File: src/hdl/slin_pkg.sv
// Shared types, constants and lookup tables for the sensor linearizer.
`timescale 1ns / 1ps

package slin_pkg;

  // Channel kinds
  typedef enum logic [1:0] {
    KIND_TEMP     = 2'd0,
    KIND_THROTTLE = 2'd1,
    KIND_PRESSURE = 2'd2,
    KIND_BATTERY  = 2'd3
  } kind_t;

  // Configuration register indexes
  typedef enum logic [2:0] {
    REG_THR_LO = 3'd0,
    REG_THR_HI = 3'd1,
    REG_PRS_LO = 3'd2,
    REG_PRS_HI = 3'd3,
    REG_PRS_FS = 3'd4
  } cfg_idx_t;

  localparam int VREF_MV_DEF       = 3300;
  localparam int ADC_FULL_CODE_DEF = 4095;
  localparam int RAW_W             = 12;
  localparam int MVCFG_W           = 12;
  localparam int FS_W              = 14;
  localparam int CFG_IDX_W         = 3;
  localparam int CFG_DATA_W        = 14;

  // Divider geometry: quotient always fits Q_W bits
  localparam int Q_W    = 14;
  localparam int DEN_W  = 12;
  localparam int NUM_W  = Q_W + DEN_W;
  localparam int BASE_W = 12;
  localparam int VALUE_W = 15;

  localparam int VALUE_MAX     = 16383;
  localparam int THR_TOP       = 1000;
  localparam int BATT_MUL      = 49;
  localparam int BATT_DIV      = 10;
  localparam int BATT_SAT      = (VALUE_MAX + 1) * BATT_DIV;
  localparam int NTC_SEGS      = 9;

  // mv stage 4, prep 2, divider 15, output 1
  localparam int LATENCY = 22;

  typedef struct packed {
    logic [MVCFG_W-1:0] thr_lo;
    logic [MVCFG_W-1:0] thr_hi;
    logic [MVCFG_W-1:0] prs_lo;
    logic [MVCFG_W-1:0] prs_hi;
    logic [FS_W-1:0]    prs_fs;
  } cfg_t;

  typedef struct packed {
    logic                     vld;
    kind_t                    kind;
    logic [NUM_W-1:0]         num;
    logic [DEN_W-1:0]         den;
    logic signed [BASE_W-1:0] base;
  } div_req_t;

  typedef struct packed {
    logic                     vld;
    kind_t                    kind;
    logic signed [BASE_W-1:0] base;
    logic [Q_W-1:0]           quo;
  } div_rsp_t;

  // Thermistor breakpoints, millivolts (descending)
  function automatic logic [11:0] ntc_mv(input logic [3:0] idx);
    logic [11:0] v;
    unique case (idx)
      4'd0:    v = 12'd3250;
      4'd1:    v = 12'd3150;
      4'd2:    v = 12'd2900;
      4'd3:    v = 12'd2500;
      4'd4:    v = 12'd1900;
      4'd5:    v = 12'd1350;
      4'd6:    v = 12'd850;
      4'd7:    v = 12'd630;
      4'd8:    v = 12'd480;
      default: v = 12'd270;
    endcase
    return v;
  endfunction

  // Temperatures at the breakpoints, tenths of a degree
  function automatic logic signed [BASE_W-1:0] ntc_temp(input logic [3:0] idx);
    logic signed [BASE_W-1:0] t;
    unique case (idx)
      4'd0:    t = -12'sd400;
      4'd1:    t = -12'sd200;
      4'd2:    t = 12'sd0;
      4'd3:    t = 12'sd200;
      4'd4:    t = 12'sd400;
      4'd5:    t = 12'sd600;
      4'd6:    t = 12'sd800;
      4'd7:    t = 12'sd900;
      4'd8:    t = 12'sd1000;
      default: t = 12'sd1200;
    endcase
    return t;
  endfunction

endpackage

File: src/hdl/sensor_linearizer_core.sv
// Top level of the sensor linearizer: config registers, pipeline and result register.
//
//  channel  | ports                                        | handshake
//  ---------+----------------------------------------------+--------------------------
//  input    | start, busy, in_action, in_raw_code          | taken when start & !busy
//  result   | out_valid, out_kind, out_value               | one-cycle strobe, no stall
//  config   | cfg_valid, cfg_ready, cfg_index, cfg_wdata   | write when valid & ready
//
// One item per cycle is taken outside reset; each result passes through the millivolt
// and operand stages, the divider load stage, the 14 quotient stages of the divider
// and the result register. busy is high only during reset.
// Reset clears valid bits and loads the register defaults; there is no
// clearing pass. cfg_ready is always high.
`timescale 1ns / 1ps

module sensor_linearizer_core #(
  parameter int VREF_MV       = slin_pkg::VREF_MV_DEF,
  parameter int ADC_FULL_CODE = slin_pkg::ADC_FULL_CODE_DEF
) (
  input  logic                                clk,
  input  logic                                rst_n,
  input  logic                                start,
  output logic                                busy,
  input  logic [1:0]                          in_action,
  input  logic [slin_pkg::RAW_W-1:0]          in_raw_code,
  output logic                                out_valid,
  output logic [1:0]                          out_kind,
  output logic signed [slin_pkg::VALUE_W-1:0] out_value,
  input  logic                                cfg_valid,
  output logic                                cfg_ready,
  input  logic [slin_pkg::CFG_IDX_W-1:0]      cfg_index,
  input  logic [slin_pkg::CFG_DATA_W-1:0]     cfg_wdata
);

  localparam int MV_W = $clog2((4095 * VREF_MV) / ADC_FULL_CODE + 1);

  slin_pkg::cfg_t     cfg_r;
  logic               accept;
  logic               mv_vld;
  slin_pkg::kind_t    mv_kind;
  logic [MV_W-1:0]    mv;
  slin_pkg::div_req_t req;
  slin_pkg::div_rsp_t rsp;

  logic                                out_valid_r;
  logic [1:0]                          out_kind_r;
  logic signed [slin_pkg::VALUE_W-1:0] out_value_r;

  assign busy      = ~rst_n;
  assign cfg_ready = 1'b1;
  assign accept    = start & ~busy;

  // configuration registers
  always_ff @(posedge clk) begin
    if (!rst_n) begin
      cfg_r.thr_lo <= 12'd500;
      cfg_r.thr_hi <= 12'd3000;
      cfg_r.prs_lo <= 12'd200;
      cfg_r.prs_hi <= 12'd3100;
      cfg_r.prs_fs <= 14'd2500;
    end else if (cfg_valid && cfg_ready) begin
      unique case (slin_pkg::cfg_idx_t'(cfg_index))
        slin_pkg::REG_THR_LO: cfg_r.thr_lo <= cfg_wdata[11:0];
        slin_pkg::REG_THR_HI: cfg_r.thr_hi <= cfg_wdata[11:0];
        slin_pkg::REG_PRS_LO: cfg_r.prs_lo <= cfg_wdata[11:0];
        slin_pkg::REG_PRS_HI: cfg_r.prs_hi <= cfg_wdata[11:0];
        slin_pkg::REG_PRS_FS: cfg_r.prs_fs <= cfg_wdata;
        default: ;
      endcase
    end
  end

  slin_mv #(
    .VREF_MV       (VREF_MV),
    .ADC_FULL_CODE (ADC_FULL_CODE),
    .MV_W          (MV_W)
  ) u_mv (
    .clk     (clk),
    .rst_n   (rst_n),
    .in_vld  (accept),
    .in_kind (slin_pkg::kind_t'(in_action)),
    .in_raw  (in_raw_code),
    .mv_vld  (mv_vld),
    .mv_kind (mv_kind),
    .mv      (mv)
  );

  slin_prep #(
    .MV_W (MV_W)
  ) u_prep (
    .clk     (clk),
    .rst_n   (rst_n),
    .mv_vld  (mv_vld),
    .mv_kind (mv_kind),
    .mv      (mv),
    .cfg     (cfg_r),
    .req     (req)
  );

  slin_div u_div (
    .clk   (clk),
    .rst_n (rst_n),
    .req   (req),
    .rsp   (rsp)
  );

  // result register: base plus quotient
  always_ff @(posedge clk) begin
    if (!rst_n) begin
      out_valid_r <= 1'b0;
    end else begin
      out_valid_r <= rsp.vld;
    end
  end

  always_ff @(posedge clk) begin
    out_kind_r  <= rsp.kind;
    out_value_r <= {{(slin_pkg::VALUE_W - slin_pkg::BASE_W){rsp.base[slin_pkg::BASE_W-1]}},
                    rsp.base}
                   + slin_pkg::VALUE_W'(rsp.quo);
  end

  assign out_valid = out_valid_r;
  assign out_kind  = out_kind_r;
  assign out_value = out_value_r;

endmodule

File: src/hdl/slin_mv.sv
// Code to millivolt pipeline: raw * VREF / full code by reciprocal multiply and correction.
`timescale 1ns / 1ps

module slin_mv #(
  parameter int VREF_MV       = slin_pkg::VREF_MV_DEF,
  parameter int ADC_FULL_CODE = slin_pkg::ADC_FULL_CODE_DEF,
  parameter int MV_W          = 12
) (
  input  logic                         clk,
  input  logic                         rst_n,
  input  logic                         in_vld,
  input  slin_pkg::kind_t              in_kind,
  input  logic [slin_pkg::RAW_W-1:0]   in_raw,
  output logic                         mv_vld,
  output slin_pkg::kind_t              mv_kind,
  output logic [MV_W-1:0]              mv
);

  localparam int P_W = $clog2(4095 * VREF_MV + 1);
  localparam logic [32:0] RECIP = 33'((64'd1 << 32) / ADC_FULL_CODE);
  localparam logic [P_W-1:0] DIVR = P_W'(ADC_FULL_CODE);

  logic [3:0]            vld_r;
  slin_pkg::kind_t       kind_r [0:3];
  logic [P_W-1:0]        p1_r, p2_r, p3_r, qd_r;
  logic [MV_W-1:0]       q0_r, q0b_r, mv_r;
  logic [P_W+32:0]       pm;
  logic [P_W-1:0]        rmd;

  assign pm  = (P_W+33)'(p1_r) * (P_W+33)'(RECIP);
  assign rmd = p3_r - qd_r;

  // valid pipe
  always_ff @(posedge clk) begin
    if (!rst_n) begin
      vld_r <= '0;
    end else begin
      vld_r <= {vld_r[2:0], in_vld};
    end
  end

  // data pipe
  always_ff @(posedge clk) begin
    kind_r[0] <= in_kind;
    kind_r[1] <= kind_r[0];
    kind_r[2] <= kind_r[1];
    kind_r[3] <= kind_r[2];
    // stage 1: product with reference voltage
    p1_r  <= P_W'(32'(in_raw) * 32'(VREF_MV));
    // stage 2: quotient estimate, low by at most one
    q0_r  <= MV_W'(pm >> 32);
    p2_r  <= p1_r;
    // stage 3: back-multiply
    qd_r  <= P_W'(P_W'(q0_r) * DIVR);
    q0b_r <= q0_r;
    p3_r  <= p2_r;
    // stage 4: correction
    mv_r  <= q0b_r + MV_W'(rmd >= DIVR);
  end

  assign mv_vld  = vld_r[3];
  assign mv_kind = kind_r[3];
  assign mv      = mv_r;

endmodule

File: src/hdl/slin_prep.sv
// Per-kind operand setup: table segment, window compares, battery product, divide operands.
`timescale 1ns / 1ps

module slin_prep #(
  parameter int MV_W = 12
) (
  input  logic               clk,
  input  logic               rst_n,
  input  logic               mv_vld,
  input  slin_pkg::kind_t    mv_kind,
  input  logic [MV_W-1:0]    mv,
  input  slin_pkg::cfg_t     cfg,
  output slin_pkg::div_req_t req
);

  localparam int MX_W = (MV_W > 13) ? MV_W : 13;
  localparam int B_W  = MX_W + 6;

  logic [MX_W-1:0] mvx;
  logic [3:0]      seg;
  logic [11:0]     lo, hi;
  logic [13:0]     top;

  // stage A registers
  logic            a_vld_r;
  slin_pkg::kind_t a_kind_r;
  logic [3:0]      seg_r;
  logic            t_hi_r, t_lo_r, w_le_r, w_ge_r;
  logic [11:0]     mv12_r, wdiff_r, wden_r;
  logic [13:0]     top_r;
  logic [B_W-1:0]  bprod_r;

  // stage B
  slin_pkg::div_req_t req_nxt, req_r;
  logic [11:0]        v0, v1;
  logic signed [11:0] t0, t1, tdelta;
  logic [slin_pkg::NUM_W-1:0] tnum, wnum;

  assign mvx = MX_W'(mv);

  // window limits by kind
  always_comb begin
    if (mv_kind == slin_pkg::KIND_PRESSURE) begin
      lo  = cfg.prs_lo;
      hi  = cfg.prs_hi;
      top = cfg.prs_fs;
    end else begin
      lo  = cfg.thr_lo;
      hi  = cfg.thr_hi;
      top = 14'(slin_pkg::THR_TOP);
    end
  end

  // first segment whose lower breakpoint is at or below mv
  always_comb begin
    seg = 4'(slin_pkg::NTC_SEGS - 1);
    for (int i = slin_pkg::NTC_SEGS - 1; i >= 0; i--) begin
      if (mvx >= MX_W'(slin_pkg::ntc_mv(4'(i + 1)))) seg = 4'(i);
    end
  end

  always_ff @(posedge clk) begin
    if (!rst_n) begin
      a_vld_r <= 1'b0;
    end else begin
      a_vld_r <= mv_vld;
    end
  end

  always_ff @(posedge clk) begin
    a_kind_r <= mv_kind;
    seg_r    <= seg;
    t_hi_r   <= mvx >= MX_W'(slin_pkg::ntc_mv(4'd0));
    t_lo_r   <= mvx <= MX_W'(slin_pkg::ntc_mv(4'(slin_pkg::NTC_SEGS)));
    mv12_r   <= mvx[11:0];
    w_le_r   <= mvx <= MX_W'(lo);
    w_ge_r   <= mvx >= MX_W'(hi);
    wdiff_r  <= 12'(mvx - MX_W'(lo));
    wden_r   <= hi - lo;
    top_r    <= top;
    bprod_r  <= B_W'(mvx) * B_W'(slin_pkg::BATT_MUL);
  end

  // segment endpoints and products
  always_comb begin
    v0     = slin_pkg::ntc_mv(seg_r);
    v1     = slin_pkg::ntc_mv(seg_r + 4'd1);
    t0     = slin_pkg::ntc_temp(seg_r);
    t1     = slin_pkg::ntc_temp(seg_r + 4'd1);
    tdelta = t1 - t0;
    tnum   = slin_pkg::NUM_W'(tdelta[7:0]) * slin_pkg::NUM_W'(v0 - mv12_r);
    wnum   = slin_pkg::NUM_W'(wdiff_r) * slin_pkg::NUM_W'(top_r);
  end

  // divide operands: base + num / den
  always_comb begin
    req_nxt.vld  = a_vld_r;
    req_nxt.kind = a_kind_r;
    req_nxt.num  = '0;
    req_nxt.den  = slin_pkg::DEN_W'(1);
    req_nxt.base = '0;
    unique case (a_kind_r)
      slin_pkg::KIND_TEMP: begin
        priority if (t_hi_r) begin
          req_nxt.base = slin_pkg::ntc_temp(4'd0);
        end else if (t_lo_r) begin
          req_nxt.base = slin_pkg::ntc_temp(4'(slin_pkg::NTC_SEGS));
        end else begin
          req_nxt.num  = tnum;
          req_nxt.den  = v0 - v1;
          req_nxt.base = t0;
        end
      end
      slin_pkg::KIND_THROTTLE, slin_pkg::KIND_PRESSURE: begin
        priority if (w_le_r) begin
          req_nxt.num = '0;
        end else if (w_ge_r) begin
          req_nxt.num = slin_pkg::NUM_W'(top_r);
        end else begin
          req_nxt.num = wnum;
          req_nxt.den = wden_r;
        end
      end
      default: begin
        if (bprod_r >= B_W'(slin_pkg::BATT_SAT)) begin
          req_nxt.num = slin_pkg::NUM_W'(slin_pkg::VALUE_MAX);
        end else begin
          req_nxt.num = slin_pkg::NUM_W'(bprod_r);
          req_nxt.den = slin_pkg::DEN_W'(slin_pkg::BATT_DIV);
        end
      end
    endcase
  end

  always_ff @(posedge clk) begin
    if (!rst_n) begin
      req_r.vld <= 1'b0;
    end else begin
      req_r.vld <= req_nxt.vld;
    end
  end

  always_ff @(posedge clk) begin
    req_r.kind <= req_nxt.kind;
    req_r.num  <= req_nxt.num;
    req_r.den  <= req_nxt.den;
    req_r.base <= req_nxt.base;
  end

  assign req = req_r;

endmodule

File: src/hdl/slin_div.sv
// Pipelined restoring divider, one quotient bit per stage.
`timescale 1ns / 1ps

module slin_div (
  input  logic               clk,
  input  logic               rst_n,
  input  slin_pkg::div_req_t req,
  output slin_pkg::div_rsp_t rsp
);

  localparam int QW = slin_pkg::Q_W;
  localparam int DW = slin_pkg::DEN_W;

  logic [QW:0]                      vld_r;
  slin_pkg::kind_t                  kind_r [0:QW];
  logic signed [slin_pkg::BASE_W-1:0] base_r [0:QW];
  logic [DW-1:0]                    den_r  [0:QW];
  logic [DW-1:0]                    rem_r  [0:QW];
  logic [QW-1:0]                    nlo_r  [0:QW];
  logic [QW-1:0]                    quo_r  [0:QW];

  // load: upper numerator bits are already below the divisor
  always_ff @(posedge clk) begin
    if (!rst_n) begin
      vld_r[0] <= 1'b0;
    end else begin
      vld_r[0] <= req.vld;
    end
  end

  always_ff @(posedge clk) begin
    kind_r[0] <= req.kind;
    base_r[0] <= req.base;
    den_r[0]  <= req.den;
    rem_r[0]  <= req.num[slin_pkg::NUM_W-1:QW];
    nlo_r[0]  <= req.num[QW-1:0];
    quo_r[0]  <= '0;
  end

  for (genvar k = 0; k < QW; k++) begin : g_stage
    logic [DW:0] trial;
    logic        ge;

    assign trial = {rem_r[k], nlo_r[k][QW-1]};
    assign ge    = trial >= {1'b0, den_r[k]};

    always_ff @(posedge clk) begin
      if (!rst_n) begin
        vld_r[k+1] <= 1'b0;
      end else begin
        vld_r[k+1] <= vld_r[k];
      end
    end

    always_ff @(posedge clk) begin
      kind_r[k+1] <= kind_r[k];
      base_r[k+1] <= base_r[k];
      den_r[k+1]  <= den_r[k];
      rem_r[k+1]  <= ge ? DW'(trial - {1'b0, den_r[k]}) : trial[DW-1:0];
      nlo_r[k+1]  <= {nlo_r[k][QW-2:0], 1'b0};
      quo_r[k+1]  <= {quo_r[k][QW-2:0], ge};
    end
  end

  assign rsp.vld  = vld_r[QW];
  assign rsp.kind = kind_r[QW];
  assign rsp.base = base_r[QW];
  assign rsp.quo  = quo_r[QW];

endmodule

File: config.mk
export PLATFORM = sky130hd
export DESIGN_NAME = sensor_linearizer_core
export DESIGN_NICKNAME = d
export VERILOG_FILES = /design/src/hdl/slin_pkg.sv /design/src/hdl/sensor_linearizer_core.sv /design/src/hdl/slin_mv.sv /design/src/hdl/slin_prep.sv /design/src/hdl/slin_div.sv
export SDC_FILE = /design/constraint.sdc
export NUM_CORES = 2
export LEC_CHECK = 0
export BUFFER_PORTS_ARGS = -buffer_cell sky130_fd_sc_hd__buf_4
export CAP_MARGIN = 20
export CORE_MARGIN = 2
export CORE_UTILIZATION = 50
export CTS_BUF_LIST = sky130_fd_sc_hd__clkbuf_16
export DETAILED_ROUTE_END_ITERATION = 10
export PLACE_DENSITY_LB_ADDON = 0.12
export RECOVER_POWER = 25
export SETUP_SLACK_MARGIN = 0.5
export SLEW_MARGIN = 20
export SYNTH_ARGS = -nofsm -noshare
export SYNTH_HDL_FRONTEND = slang
export SYNTH_SLANG_ARGS = --single-unit
File: constraint.sdc
create_clock -name clk -period 8.4 [get_ports clk]
set_input_delay 1.26 -clock clk [delete_from_list [all_inputs] [get_ports clk]]
set_output_delay 1.26 -clock clk [all_outputs]
set_load 0.005 [all_outputs]
==> metrics.csv <==
metric;value;unit
CTS buffer count;110;
mapped cell area;53400;µm²
Final Cycle Share;0.892;
GRT overflow;0;
via-per-instance ratio;5.09;
Placeable Area;106000;µm²
final number of max-transition violations;0;
normalized max-slew margin;0.367;
dominant combinational cell family by area after synthesis;adder cells;
1st-pass router iterations;5;
antenna viol nets, final;0;
vertical die dimension;331;µm
vias in the first global route;35165;
largest net degree at the start of global routing;50;
number of cells produced by synthesis;5288;
Max Clk Rate;133;MHz
worst clock skew on the final layout;0.0772;ns
run status;complete, no violations;
Die Width;331;µm
antenna violations before repair;2;
core occupancy in the finished layout;0.563;
detailed placement HPWL;88000;µm
post-synthesis adder-cell area fraction;0.256;
Avg Inst Size Synth;10.1;µm²
type of the setup path with the least slack;reg -> reg;
layout cells sized above 1;0.0768;
required time of the critical path;8.98;ns
DIE AREA;109000;µm²
synthesized-area fraction occupied by xor and xnor cells;0.0407;
unrepaired setup endpoints after global routing;yes;
area fraction in compound gates after synthesis;0.0975;
number of top-level design ports;55;
worst-skew pair later-pin latency;0.72;ns
wire length reported by the detailed router;113000;µm
synth warn;0;
average detailed-routed wire length per instance;16.4;µm
Mapped Nets;6232;
kind of path behind the tightest hold check;reg -> reg;
number of buffers added to fix hold violations after cts;0;
Post-Route Setup TNS;0;ns
Cell Rows;119;
starting density of the core;0.506;
max cap viols;0;
final-report hold violation count;0;
final weighted congestion of routability-driven global placement;0.887;
number of nets in the final layout;6332;
storage element area;21700;µm²
clock tree root driver cell;clkbuf_16;
nature of the critical path endpoint;register;
portion of netlist area occupied by mux cells;0.0288;
ys flop type;dfxtp_1;
sinks on the clock net;1084;
number of flip-flops and latches in the synthesized netlist;1084;
total setup violations reported at the end of the flow;0;
post-detailed-route DRC marker count;0;
post-layout min period;7.49;ns
Fillers;9363;
number of buffers between clock root and the deepest sink;3;
number of levels in the clock H-tree;3;
asr flop ratio synth;0;
dominant cell by count in the synthesized netlist;dfxtp_1;
Cell variety after synth;93;
Seq/Total Area, Yosys;0.406;
combined area of the multi-input logic cells;28700;µm²
most instantiated cells after synthesis;1084 x dfxtp_1, 724 x inv_1, 605 x ha_1;
TritonCTS clock tree;yes;
longest individual stage delay on the worst path;0.54;ns
Vias;35012;
most frequent CP cell;ha_1;
maximum fanout encountered on the critical timing path;12;
slew of the pin with the lowest slew margin;0.948;ns
post-synthesis share of cell area spent on and, or, nand and nor gates;0.112;
largest cells by area after synthesis;dfxtp_1 41%, ha_1 14%, fa_1 11%;
synth-to-layout area growth;11.2;%
Synth area leader;dfxtp_1;
first-pass GRT wire length;185000;µm
Setup WS pre-CTS;0.441;ns
clock slew seen by the registers of the worst setup and hold paths;0.06;ns
count of input and output buffers;53;
kind of start point of the critical path;register;
area fraction of the dominant cell type after synthesis;0.406;
CP Data Arrival Time;8.07;ns
highest-delay cell along the critical path;fa_1;
all-layer global routing usage;0.211;
Post-synth EDFFs;0;
setup ws final;0.909;ns
iteration-0 DRC count of the detailed router;1968;
-- state kept, by name, indices dropped and copies added, names as in the netlist, 14 cells and up --
name and cells:
u_prep.top_r 14, u_div.base_r 150, u_div.rem_r 168, u_mv.qd_r 24
u_div.nlo_r 105, u_div.vld_r 14, u_div.kind_r 30, u_mv.p3_r 22
cfg_r 62, out_value 15, u_div.quo_r 105, u_prep.req 51
u_mv.p2_r 22, u_div.den_r 168, u_prep.bprod_r 14, u_mv.p1_r 22
-- worst max-delay path, delay by kind of cell, from the launching register on --
kind / cells / cell delay [ns]
AOI/OAI and AO/OA: 10 / 2.29
and+or+nand+nor: 7 / 1.17
adders and majority gates: 7 / 2.57
DFF: 1 / 0.45
xor gates and xnor gates: 1 / 0.28
buffers and inverters: 4 / 0.58
-- cell usage in the layout (no fill, tap or decap), drive strengths merged, types with 93 or more instances in the layout --
master	n
nor3	93
clkbuf	110
dfxtp	1084
and2	98
o21ai	192
inv	747
fa	304
nand2	459
xnor2	171
ha	605
nor2	260
a21oi	225
-- path summary, 6_finish.rpt --
check	cells past startpoint	startpoint	slack, ns	to
max reg2reg	29	u_prep.seg_r[1]	0.91	u_prep.req[46]
min reg2reg	0	u_div.base_r[0][2]	0.31	u_div.base_r[1][2]
max	29	u_prep.seg_r[1]	0.91	u_prep.req[46]
min	0	u_div.base_r[0][2]	0.31	u_div.base_r[1][2]
-- kinds of logic (layout without fill, tap and decap cells) --
family	count (synthesis)	after routing
buffers and inverters	824	1016
adders and majority gates	909	909
other	1	2
AOI/OAI and AO/OA	803	803
DFF	1084	1084
muxes	142	142
xor gates and xnor gates	248	248
and+or+nand+nor	1277	1277
-- per-stage QoR --
step,hold WS [ns],area (µm²),std cells
finish,0.309,59400,6872
CTS,0.304,59200,6862
detailed placement,0.312,55300,6658
floorplan,0.310,53400,5288
global placement,0.310,55300,6658
global route,0.300,59400,6871
-- per-layer routing --
layer / vias up / track usage / part of all wire
met2: 588 / 0.351 / 0.46
met5: - / 0 / 0
met1: 16614 / 0.290 / 0.48
li1: 17673 / - / -
met4: 0 / 0.0457 / 0.019
met3: 137 / 0.0304 / 0.040
-- cell type report --
class                   instances  share of cell area
diodes                          1           0.0000421
clock buffers                 110              0.0463
clock inverters                94              0.0192
inverters                     726              0.0459
multi-input cells            3380               0.483
flip-flops and latches       1084               0.365
well taps                    1391              0.0293
repair buffers                 86              0.0109
-- what timing repair did --
item,CTS,global route
gates cloned,0,0
pin swaps,0,3
gates resized for setup,1,19
setup endpoints to repair,1,9
buffers inserted,0,9
Power is not shown: default switching activity piles up to over one toggle a cycle in this logic, so the estimate is an artifact.
